File: src/design/ljf_pkg.sv
// shared types and constants for the lennard-jones pair force pipeline
// no dependencies; imported by every module of the block
`timescale 1ns / 1ps

package ljf_pkg;

	// restoring divider length, one quotient bit per stage
	localparam int DIV_STEPS = 80;
	localparam int FRONT_LAT = 4;
	localparam int POW_LAT   = 7;
	localparam int SCALE_LAT = 3;
	localparam int LATENCY   = FRONT_LAT + 2 * DIV_STEPS + POW_LAT + SCALE_LAT;

	localparam logic [47:0] COEF_MAX = 48'h7FFF_FFFF_FFFF;
	localparam logic [47:0] COEF_MIN = 48'h8000_0000_0000;
	localparam logic [62:0] D2_MAX   = 63'h7FFF_FFFF_FFFF_FFFF;
	localparam logic [59:0] SIX_Q32  = 60'h6_0000_0000;

	localparam logic [30:0] BOX_RESET  = 31'h0001_0000;
	localparam logic [31:0] WELL_RESET = 32'h0001_0000;

	typedef enum logic [1:0] {
		REG_BOX_X = 2'd0,
		REG_BOX_Y = 2'd1,
		REG_WELL  = 2'd2
	} reg_idx_t;

	typedef struct packed {
		logic [30:0] box_x;
		logic [30:0] box_y;
		logic [31:0] well;
	} cfg_t;

	// per-item data leaving the front end
	typedef struct packed {
		logic signed [31:0] dx;
		logic signed [31:0] dy;
		logic signed [31:0] dz;
		logic [62:0]        d2;
		logic               zero;
		logic               esat;
	} early_t;

	// flags produced after the power stages
	typedef struct packed {
		logic neg;
		logic ysat;
	} late_t;

	// flags handed to the scaling stages
	typedef struct packed {
		logic zero;
		logic esat;
		logic neg;
		logic ysat;
	} lj_flags_t;

endpackage

File: src/design/ljf_regs.sv
// apb configuration registers: box lengths and well depth
// depends on ljf_pkg
`timescale 1ns / 1ps

module ljf_regs (
	input  logic         clk,
	input  logic         arst_n,
	input  logic         psel,
	input  logic         penable,
	input  logic         pwrite,
	input  logic [3:0]   paddr,
	input  logic [31:0]  pwdata,
	output logic [31:0]  prdata,
	output logic         pready,
	output ljf_pkg::cfg_t cfg
);
	import ljf_pkg::*;

	cfg_t cfg_q;
	logic wr;

	assign wr     = psel & penable & pwrite;
	assign pready = 1'b1;
	assign cfg    = cfg_q;

	always_ff @(posedge clk or negedge arst_n) begin
		if (!arst_n) begin
			cfg_q.box_x <= BOX_RESET;
			cfg_q.box_y <= BOX_RESET;
			cfg_q.well  <= WELL_RESET;
		end else if (wr) begin
			case (reg_idx_t'(paddr[3:2]))
				REG_BOX_X: cfg_q.box_x <= pwdata[30:0];
				REG_BOX_Y: cfg_q.box_y <= pwdata[30:0];
				REG_WELL:  cfg_q.well  <= pwdata;
				default: ;
			endcase
		end
	end

	always_comb begin
		case (reg_idx_t'(paddr[3:2]))
			REG_BOX_X: prdata = {1'b0, cfg_q.box_x};
			REG_BOX_Y: prdata = {1'b0, cfg_q.box_y};
			REG_WELL:  prdata = cfg_q.well;
			default:   prdata = '0;
		endcase
	end

endmodule

File: config.mk
export PLATFORM = sky130hd
export DESIGN_NAME = ljf_regs
export DESIGN_NICKNAME = d
export VERILOG_FILES = /design/src/design/ljf_pkg.sv /design/src/design/ljf_regs.sv
export SDC_FILE = /design/constraint.sdc
export NUM_CORES = 1
export LEC_CHECK = 0
export BUFFER_PORTS_ARGS = -buffer_cell sky130_fd_sc_hd__buf_2
export CAP_MARGIN = 10
export CORE_MARGIN = 2
export CORE_UTILIZATION = 46
export CTS_CLUSTER_SIZE = 28
export DETAILED_ROUTE_END_ITERATION = 8
export GPL_ROUTABILITY_DRIVEN = 0
export PLACE_DENSITY = 0.76
export SETUP_SLACK_MARGIN = 0.5
export SLEW_MARGIN = 20
export SYNTH_ARGS = -nofsm -noshare
export SYNTH_HDL_FRONTEND = slang
export SYNTH_SLANG_ARGS = --single-unit
File: constraint.sdc
create_clock -name clk -period 2.3 [get_ports clk]
set_input_delay 0.46 -clock clk [delete_from_list [all_inputs] [get_ports clk]]
set_output_delay 0.46 -clock clk [all_outputs]
set_load 0.01 [all_outputs]
# == Word level (Yosys, flattened, before mapping) ==
# Cells that the tools add are included.
# totals
regBits,94
input_bits,41
wordCells,12
# op_classes
eq_ne,2
muxes,1
n_bitwise,2
reduce_logical,4
# ops
operator,n
$pmux W32 S3,1
$reduce_and A2 Y1,3
$and A1 B1 Y1,2
$eq A2 B1 Y1 const B,1
$eq A2 B2 Y1 const B,1
$logic_not A2 Y1,1

# == Longest topological paths before layout ==
# Gate-level depths: netlist of run 1.
# depth
word_depth,3
ltp_mapped,5
ltp_nobuf,3

# == Least setup slack after synthesis of run 1 ==
# No wires, ideal clock.
# synth_path
path_kind,input -> output
startpoint,input port paddr[2]
endpoint,output port prdata[0]
arrival_ns,1.318
setup_slack_ns,0.522
stages,5
path_cell_list,buf_2 > nor2b_1 > clkbuf_1 > nand2_1 > o21ai_0
# synth_via
elab_chain_cells,2
# synth_rtl
element,line,text
"start, declared",ljf_regs.sv:11,"input logic [3:0] paddr,"
"$eq A2 B2 Y1, or another cell as far along",ljf_regs.sv:42,case (reg_idx_t'(paddr[3:2]))
$pmux W32 S3 *,ljf_regs.sv:42,
"end, declared",ljf_regs.sv:13,"output logic [31:0] prdata,"
# Every way passes the cells marked *; elsewhere a longest branch is shown, timed or not.

# == Worst setup path after layout of run 1 ==
# layout_path
startpoint,input port paddr[3]
endpoint,output port prdata[22]
# The elaborated chain is that of the path after synthesis.

==> metrics.cfg, run 1 <==
[outcome]
outcome=completed

[floorplan]
initial_core_utilization_pct=46.82
die_h_um=100.5
std_cell_rows=35
die_w_um=100.5
total_die_area_um2=10100
pin_count=168
core_um2=9153

[global_routing]
met3_usage_pct=4.854
wire_length_of_the_first_global_routing_pass_mm=15.99
grt_most_used_layer=met2
gr-usage-met1_pct=27.98
gr-usage-all-layers_pct=20.69
first_global_vias=3049
antenna_found_initial=0
grt_util_met2_pct=33.25
globalRoute.totalOverflow=0
maximum_number_of_pins_on_one_net_before_global_route_repair=52

[cells_and_area]
layout-drive-gt1-share_pct=60.69
largest_register_ffs=94
final_cell_mix=sky130_fd_sc_hd__buf_2 (161), sky130_fd_sc_hd__dfrtp_1 (91), sky130_fd_sc_hd__mux2_2 (59), sky130_fd_sc_hd__mux2i_1 (31), sky130_fd_sc_hd__nand2_1 (31)
layout.cells.most_common=sky130_fd_sc_hd__buf_2
final-instance-count-excl-fill=602
final_nets=527
antenna_cells=0
fill_cells=735
layout-area-overhead-vs-synth_pct=30.07

[timing]
fin_tns_setup_ns=0
clock_skew_ns=0
achievable-frequency_mhz=585.1
setup_viol=0
rsz0062_at_grt=false
layout_min_cycle_time_ns=1.709
final-max-slew-violation-count=0
final-hold-violation-count=0
post_route_fraction_of_the_period_consumed_by_the_critical_path_pct=74.31

[detailed_routing]
drt-vias-per-instance=5.231
antenna_left=0
detail_route.drc_violations=0
wl_per_cell_um=17.03
drt-initial-drc-count=79
drt-pass1-iter-count=4
postRouteWirelength_mm=10.25
total_number_of_vias=3149

[synth]
ys_seq_area_share_pct=54.98
syn_area_um2=4285
ys_types=19
syn-mean-instance-area_um2=13.82
ys_seq_elements=94
ys_warn_count=0
netlist.top_cell.by_area=sky130_fd_sc_hd__dfrtp_1
synth.top_cell.area_share_pct=53.14
syn-num-nets=351
synth_area_leaders=sky130_fd_sc_hd__dfrtp_1 (53%), sky130_fd_sc_hd__mux2_2 (16%), sky130_fd_sc_hd__mux2_4 (11%), sky130_fd_sc_hd__mux2i_1 (7.2%), sky130_fd_sc_hd__o21ai_0 (3.6%)
synthesis.instances=310

[clock_tree]
cts_max_level=3
clkLatencyLatePin_ns=0.34
cts_root_buffer=sky130_fd_sc_hd__clkbuf_8
tritoncts=done
clock_tree.buffer_depth=2
tritoncts_num_sinks=94
cts_buffers=9
clkSlewWorstSetupHoldPaths_ns=0.08

[critical_path]
timing.reg2reg.worst_path_depth=1
timing.critical_path.to_type=output port
cp_max_fo=8
critical_path.n_buffers_inverters=3
timing.critical_path.depth=6
crit_family=buffers and inverters
cpPeakStageDelay_ns=0.18
critical_path.cell_chain=buf_6 > nor2b_4 > buf_6 > nand2_1 > o21ai_1 > buf_2
worst_setup_path_startpoint=paddr[3]
timing.reg2reg.setup_slack_ns=1.49
worst_path_max_delay_cell=sky130_fd_sc_hd__nor2b_4
r2r-start=cfg[73]$_DFFE_PN0P_
cpMostUsedCell=sky130_fd_sc_hd__buf_6
endpoint=prdata[22]
crit_arrival_ns=1.25
worstSetupStartpointType=input port
path_class=input port to output port
crit_required_ns=1.84
timing.rr.end=cfg[73]$_DFFE_PN0P_

[placed_design]
place.detailed.instances=579
dp_hpwl_mm=7.330
portbufs=164

[pwr]
p_comb_share_pct=31.4
powerDensity_nw_per_um2=871.1
share_seq_of_total_power_pct=48.4
p_sw_share_pct=32.26
power.total_mw=4.855
leakage_nw=2.908
cellInternalPower_mw=3.289
power_switching_mw=1.566
vdd.ir_drop.worst_v=0.0004725
clock_power_share_pct=20.2

[worst_hold_path]
hold_path_class=input port to flip-flop
hold_path_startpoint=pwdata[31]
worstHoldPathCells=2

[run]
cap_violations=0

[per-stage QoR]
stage                     area (um2)  setup WS (ns)  utilization, %  hold WS (ns)
after floorplan                 4285         0.5218               -        0.1644
after global placement          5268         0.2845           57.55        0.3388
after detailed placement        5268         0.2634           57.55        0.3417
after CTS                       5508         0.4899           60.18        0.3295
after global routing            5574         0.5296           60.90        0.3352
final                           5574         0.5908           60.90        0.3479
[per-layer routing]
metal  vias up  routed length (um)
li1       1443                   -
met1      1580                4632
met2       118                4942
met3         8                 584
met4         0                  93
met5         -                   0
[kinds of logic (layout without fill, tap and decap cells)]
kind of cell	after synthesis	count (layout)	share of synthesized area (%)
other	1	1	0.08751
muxes	125	125	34.57
and+or+nand+nor	37	37	3.795
AOI/OAI and AO/OA	31	31	3.620
buffers and inverters	22	203	2.949
DFF	94	94	54.98
[final cells by class]
type	instances	area, um2	area share [%]
clock inverters	5	35.03	0.6285
well taps	111	138.9	2.492
multi-input cells	194	1826	32.75
flip-flops and latches	94	2356	42.27
repair buffers	187	1077	19.33
clock buffers	11	141.4	2.536
[how the worst min path moves through the flow]
stage | endpoint | slack [ns]
floorplan | cfg[0]$_DFFE_PN0P_ | 0.16
global placement | cfg[4]$_DFFE_PN0P_ | 0.34
detailed placement | cfg[34]$_DFFE_PN0P_ | 0.34
CTS | cfg[31]$_DFFE_PN0P_ | 0.33
global route | cfg[31]$_DFFE_PN0P_ | 0.34
finish | cfg[31]$_DFFE_PN0P_ | 0.35
[power groups by stage]
stage	sequential (mW)	clock (mW)	combinational [mW]
6_report	2.35	0.980	1.52
5_1_grt	2.41	1.09	1.66
4_1_cts	2.35	1.01	1.53
3_5_place_dp	2.38	0	1.51
2_1_floorplan	2.52	0	0.647
3_3_place_gp	2.36	0	1.47
[timing repair]
action | CTS | global route
gates cloned | 1 | 0
pin swaps | 0 | 0
hold endpoints to repair | 15 | 0
buffers inserted | 0 | 5
resized for setup | 13 | 13
endpoints found under the setup margin | 31 | 30
hold buffers | 1 | 0
[Yosys cell counts, drive strengths merged]
| cell | count |
|---|---|
| mux2 | 94 |
| nor2b | 1 |
| buf | 16 |
| dfstp | 3 |
| or3b | 1 |
| o21ai | 31 |
| conb | 1 |
| clkbuf | 6 |
| nand3 | 1 |
| nor3b | 1 |
| nor3 | 1 |
| dfrtp | 91 |
| nand2 | 31 |
| and3b | 1 |
| mux2i | 31 |
Power figures use the tool's default switching activity.
==> run 2: changes to the inputs <==
==> constraint.sdc (replaced) <==
create_clock -name clk -period 1.8 [get_ports clk]
set_input_delay 0.36 -clock clk [delete_from_list [all_inputs] [get_ports clk]]
set_output_delay 0.36 -clock clk [all_outputs]
set_load 0.01 [all_outputs]
==> run 2 against run 1 <==
- wire length up 17%
- first-iteration DRC count increased by 29%
- sequential power is 29% higher
- sequential share of layout area down 4.8 points
- non-clock buffer count up 46
- setup slack worse by 0.36 ns
- combinational power up 65%
==> metrics.cfg, run 2 (synthesis gave the netlist of run 1 again) <==
[timing]
final-max-slew-violation-count=0  ; unchanged
post_route_fraction_of_the_period_consumed_by_the_critical_path_pct=87.19
achievable-frequency_mhz=637.2
clock_skew_ns=0  ; unchanged
maxSlewHeadroom_pct=65.99
final-hold-violation-count=0  ; unchanged
setup_viol=0  ; unchanged
worst-slew-pin-transition_ns=0.5101
rsz0062_at_grt=true
fin_tns_setup_ns=0  ; unchanged
layout_min_cycle_time_ns=1.569

[cells_and_area]
layout.cells.most_common=sky130_fd_sc_hd__buf_2
largest_register_ffs=94  ; unchanged
layout-drive-gt1-share_pct=69.09  ; +8.4 points
antenna_cells=0  ; unchanged
final-instance-count-excl-fill=648  ; +7.6%
final-seq-area_um2=2356  ; unchanged
fill_cells=664  ; -9.7%
multi_input_comb_area_um2=1914  ; +4.9%
final_nets=573  ; +8.7%
final_cell_mix=sky130_fd_sc_hd__buf_2 (148), sky130_fd_sc_hd__dfrtp_1 (91), sky130_fd_sc_hd__mux2_2 (59), sky130_fd_sc_hd__buf_4 (37), sky130_fd_sc_hd__buf_6 (35)
layout-area-overhead-vs-synth_pct=46.69

[global_routing]
antenna_found_initial=0  ; unchanged
globalRoute.totalOverflow=0  ; unchanged
gr-usage-all-layers_pct=22.69  ; +2.0 points
first_global_vias=3160  ; +3.6%
maximum_number_of_pins_on_one_net_before_global_route_repair=95  ; +83%
wire_length_of_the_first_global_routing_pass_mm=17.26  ; +7.9%

[detailed_routing]
drt-pass1-iter-count=6  ; +2
postRouteWirelength_mm=11.97  ; +17%
drt-vias-per-instance=5.219  ; -0.22%
total_number_of_vias=3382  ; +7.4%
detail_route.drc_violations=0  ; unchanged
wl_per_cell_um=18.47  ; +8.4%
antenna_left=0  ; unchanged
drt-initial-drc-count=102  ; +29%

[pwr]
leakage_nw=3.260  ; +12%
powerDensity_nw_per_um2=1087  ; +25%
vdd.ir_drop.worst_v=0.0005963  ; +26%

[outcome]
outcome=completed

[floorplan]
std_cell_rows=35  ; unchanged
initial_core_utilization_pct=46.82  ; unchanged
total_die_area_um2=10100  ; unchanged
core_um2=9153  ; unchanged
pin_count=168  ; unchanged
die_h_um=100.5  ; unchanged
die_w_um=100.5  ; unchanged

[clock_tree]
cts_max_level=3  ; unchanged
clock_tree.buffer_depth=2  ; unchanged
clkSlewWorstSetupHoldPaths_ns=0.09  ; about the same
cts_buffers=9  ; unchanged
ctsHoldBuffers=0  ; -1
tritoncts_num_sinks=94  ; unchanged
tritoncts=done
cts_root_buffer=sky130_fd_sc_hd__clkbuf_8
clkLatencyLatePin_ns=0.34  ; about the same

[critical_path]
timing.critical_path.to_type=output port
crit_arrival_ns=1.21  ; -0.04 ns
worstSetupStartpointType=flip-flop
timing.reg2reg.worst_path_depth=3  ; +2
crit_required_ns=1.44  ; -0.40 ns
cp_max_fo=2  ; -6
path_class=flip-flop to output port

[placed_design]
place.detailed.instances=580  ; +0.17%
portbufs=164  ; unchanged
dp_hpwl_mm=7.249  ; -1.1%

[run]
cap_violations=0  ; unchanged

[worst_hold_path]
hold_path_class=input port to async pin

-- run 2: cell types whose count changed in the layout (fill, tap and decap cells not counted), sizes merged --
cell,previous run,this run
inv,0,1
clkinv,1,0
dlygate4sd3,1,0
clkinvlp,4,3
clkbuf,11,12
buf,186,233
-- run 2: worst paths after layout --
path / startpoint / slack [ns] / endpoint
max: cfg[79]$_DFFE_PN1P_ / 0.23 / prdata[16]
min: arst_n / 0.02 / cfg[20]$_DFFE_PN0P_
max reg2reg: cfg[85]$_DFFE_PN0P_ / 0.76 / cfg[85]$_DFFE_PN0P_
min reg2reg: cfg[90]$_DFFE_PN0P_ / 0.53 / cfg[90]$_DFFE_PN0P_
max in group asynchronous: arst_n / 1.35 / cfg[16]$_DFFE_PN1P_
min in group clk: pwdata[31] / 0.24 / cfg[31]$_DFFE_PN0P_
-- run 2: stage by stage --
stage               hold slack, ns  area, um2  power [mW]  worst slack, ns  util (%)
CTS                        0.04688       5874       6.467           0.2144     64.18
global placement            0.4411       5319       4.917          0.06028     58.11
detailed placement          0.4463       5319       5.003          0.03256     58.11
floorplan                  0.06441       4360       4.078           0.2833         -
global route               0.04146       6286       7.191           0.1388     68.68
finish                     0.01739       6286       6.832           0.2306     68.68
-- run 2: metal layers --
| layer | track usage (%) | routed length [um] | vias up |
|---|---|---|---|
| met3 | 4.300 | 583 | 15 |
| li1 | - | - | 1536 |
| met5 | 0 | 0 | - |
| met4 | 6.849 | 199 | 0 |
| met1 | 30.92 | 5367 | 1708 |
| met2 | 37.12 | 5816 | 123 |
-- run 2: area by class of cell --
cell class | count | share of cell area, %
Multi-Input combinational cell | 194 | 30.45
Clock inverter | 4 | 0.4976
Timing Repair Buffer | 233 | 27.05
Clock buffer | 12 | 2.309
Sequential cell | 94 | 37.48
Tap cell | 111 | 2.209
-- run 2: timing repair --
item	4_1_cts	5_1_grt
gates resized for setup	36	50
gates cloned	7	0
pin swaps	9	8
buffers inserted	13	32
endpoints found under the setup margin	70	107
-- run 2: worst max-delay path: stages, from the launching register on --
cell	delay [ns]
sky130_fd_sc_hd__dfstp_2	0.55
sky130_fd_sc_hd__mux2i_1	0.06
sky130_fd_sc_hd__o21ai_1	0.11
sky130_fd_sc_hd__buf_2	0.14
-- run 2: report_power, final --
group          internal [mW]  switching [mW]
Clock                  0.547           0.742
Sequential              2.62           0.422
Combinational           1.45            1.05
==> run 3: changes to the inputs <==
==> constraint.sdc (replaced) <==
create_clock -name clk -period 1.6 [get_ports clk]
set_input_delay 0.32 -clock clk [delete_from_list [all_inputs] [get_ports clk]]
set_output_delay 0.32 -clock clk [all_outputs]
set_load 0.01 [all_outputs]
==> run 3 against run 2 <==
- clock-buffer cell count down 2
- clock power up 46%
- largest cell class is now buffers
- the run now ends with setup timing left
- critical path type unchanged
- wire length up 20%
- critical endpoint unchanged
==> metrics.cfg, run 3 (synthesis gave the netlist of run 1 again) <==
[detailed_routing]
postRouteWirelength_mm=14.38  ; +20%
drt-pass1-iter-count=4  ; -2
total_number_of_vias=3685  ; +9.0%
drt-initial-drc-count=153  ; +50%
wl_per_cell_um=20.29  ; +9.9%
antenna_left=0  ; unchanged
drt-vias-per-instance=5.197  ; -0.42%
detail_route.drc_violations=0  ; unchanged

[cells_and_area]
final_design_area_no_fill_um2=7508  ; +19%
final_cell_mix=sky130_fd_sc_hd__buf_2 (115), sky130_fd_sc_hd__buf_6 (107), sky130_fd_sc_hd__mux2_4 (94), sky130_fd_sc_hd__dfrtp_1 (91), sky130_fd_sc_hd__buf_4 (45)
antenna_cells=0  ; unchanged
layout-drive-gt1-share_pct=69.23  ; +0.14 points
final_core_utilization_pct=82.04  ; +13 points
layout-area-overhead-vs-synth_pct=75.21
layout.cells.most_common=sky130_fd_sc_hd__buf_2
final_nets=634  ; +11%
fill_cells=483  ; -27%
largest_register_ffs=94  ; unchanged
final-instance-count-excl-fill=709  ; +9.4%

[worst_hold_path]
hold_path_class=input port to flip-flop
hold_path_startpoint=pwdata[31]

[timing]
clock_skew_ns=0  ; unchanged
final-hold-violation-count=0  ; unchanged
final-max-slew-violation-count=0  ; unchanged
post_route_fraction_of_the_period_consumed_by_the_critical_path_pct=102.8
setup_viol=1  ; +1
postLayoutSetupSlackWorst_ns=-0.04446  ; -0.2751 ns
layout_min_cycle_time_ns=1.644
hold_slack_ns=0.2116  ; +0.1942 ns
achievable-frequency_mhz=608.1
rsz0062_at_grt=true

[critical_path]
worst_setup_path_startpoint=cfg[16]$_DFFE_PN1P_
timing.critical_path.to_type=output port
endpoint=prdata[16]
crit_arrival_ns=1.32  ; +0.11 ns
timing.reg2reg.worst_path_depth=4  ; +1
cp_max_fo=2  ; unchanged
worstSetupStartpointType=flip-flop
timing.rr.end=cfg[69]$_DFFE_PN0P_
path_class=flip-flop to output port
timing.reg2reg.setup_slack_ns=0.42  ; -0.34 ns
crit_required_ns=1.28  ; -0.16 ns
r2r-start=cfg[69]$_DFFE_PN0P_

[pwr]
p_comb_share_pct=43.3  ; +6.6 points
vdd.ir_drop.worst_v=0.0008012  ; +34%
share_seq_of_total_power_pct=36.6  ; -7.9 points
powerDensity_nw_per_um2=1245  ; +15%
cellInternalPower_mw=6.535  ; +42%
power_switching_mw=2.810  ; +27%
p_sw_share_pct=30.07  ; -2.4 points
clock_power_share_pct=20.2  ; +1.3 points
leakage_nw=3.904  ; +20%

[clock_tree]
clkLatencyLatePin_ns=0.35  ; about the same
tritoncts_num_sinks=94  ; unchanged
cts_max_level=3  ; unchanged
cts_root_buffer=sky130_fd_sc_hd__clkbuf_8
clkSlewWorstSetupHoldPaths_ns=0.10  ; about the same
cts_buffers=9  ; unchanged
tritoncts=done
clock_tree.buffer_depth=2  ; unchanged

[placed_design]
post_dp_cell_area_um2=5421  ; +1.9%
place.detailed.instances=582  ; +0.34%
dp_hpwl_mm=7.380  ; +1.8%
portbufs=164  ; unchanged
placement.setup.worst_slack_ns=-0.1104  ; -0.1430 ns

[global_routing]
maximum_number_of_pins_on_one_net_before_global_route_repair=50  ; -47%
antenna_found_initial=0  ; unchanged
gr-usage-all-layers_pct=26.30  ; +3.6 points
wire_length_of_the_first_global_routing_pass_mm=20.35  ; +18%
first_global_vias=3741  ; +18%
globalRoute.totalOverflow=0  ; unchanged

[outcome]
violated_checks=setup timing
outcome=complete, but fails checks

[floorplan]
die_h_um=100.5  ; unchanged
initial_core_utilization_pct=46.82  ; unchanged
core_um2=9153  ; unchanged
pin_count=168  ; unchanged
std_cell_rows=35  ; unchanged
total_die_area_um2=10100  ; unchanged
die_w_um=100.5  ; unchanged

[run]
cap_violations=0  ; unchanged

run 3: critical path: stages (launching register included):
cell	delay (ns)
sky130_fd_sc_hd__dfstp_2	0.55
sky130_fd_sc_hd__mux2i_1	0.08
sky130_fd_sc_hd__o21ai_1	0.17
sky130_fd_sc_hd__buf_2	0.16
run 3: layout make-up:
cell class | count | area [um2] | share of cell area (%)
repair buffers | 294 | 2681 | 35.71
flip-flops and latches | 94 | 2356 | 31.38
multi-input cells | 194 | 2095 | 27.90
well taps | 111 | 138.9 | 1.850
clock buffers | 10 | 127.6 | 1.700
clock inverters | 6 | 110.1 | 1.466
run 3: repair_timing:
action,in CTS,in global routing
gates cloned,8,1
pin swaps,6,16
endpoints found under the hold margin,91,0
setup endpoints to repair,220,220
setup buffers,63,38
resized for setup,119,83
hold buffers,1,0
run 3: how the worst min path moves through the flow:
stage / to / slack (ns) / depth (start not counted)
after global placement: cfg[28]$_DFFE_PN0P_ / 0.32 / 2
after CTS: cfg[31]$_DFFE_PN0P_ / 0.19 / 2
after global routing: cfg[31]$_DFFE_PN0P_ / 0.19 / 2
after floorplan: cfg[0]$_DFFE_PN0P_ / 0.02 / 0
final: cfg[31]$_DFFE_PN0P_ / 0.21 / 2
after detailed placement: cfg[28]$_DFFE_PN0P_ / 0.33 / 2
run 3: power groups by stage:
stage               clock (mW)  sequential (mW)  combinational (mW)
finish                    1.88             3.42                4.04
global route              2.01             3.47                4.28
CTS                       1.89             3.37                3.32
detailed placement           0             3.42                2.24
global placement             0             3.39                2.17
floorplan                    0             3.62               0.967
run 3: metrics by stage:
step,power [mW],setup TNS [ns]
after floorplan,4.589,0
after global placement,5.561,-2.773
after detailed placement,5.655,-3.109
after CTS,8.583,0
after global routing,9.761,-0.1030
final,9.346,-0.04446
run 3: routing by layer:
layer / track usage (%) / wire (um) / up-vias / share of wire, %
met1: 33.00 / 5903 / 1826 / 41
li1: - / - / 1656 / -
met3: 5.756 / 845 / 35 / 5.9
met5: 0 / 0 / - / 0
met4: 7.482 / 259 / 0 / 1.8
met2: 45.90 / 7375 / 168 / 51
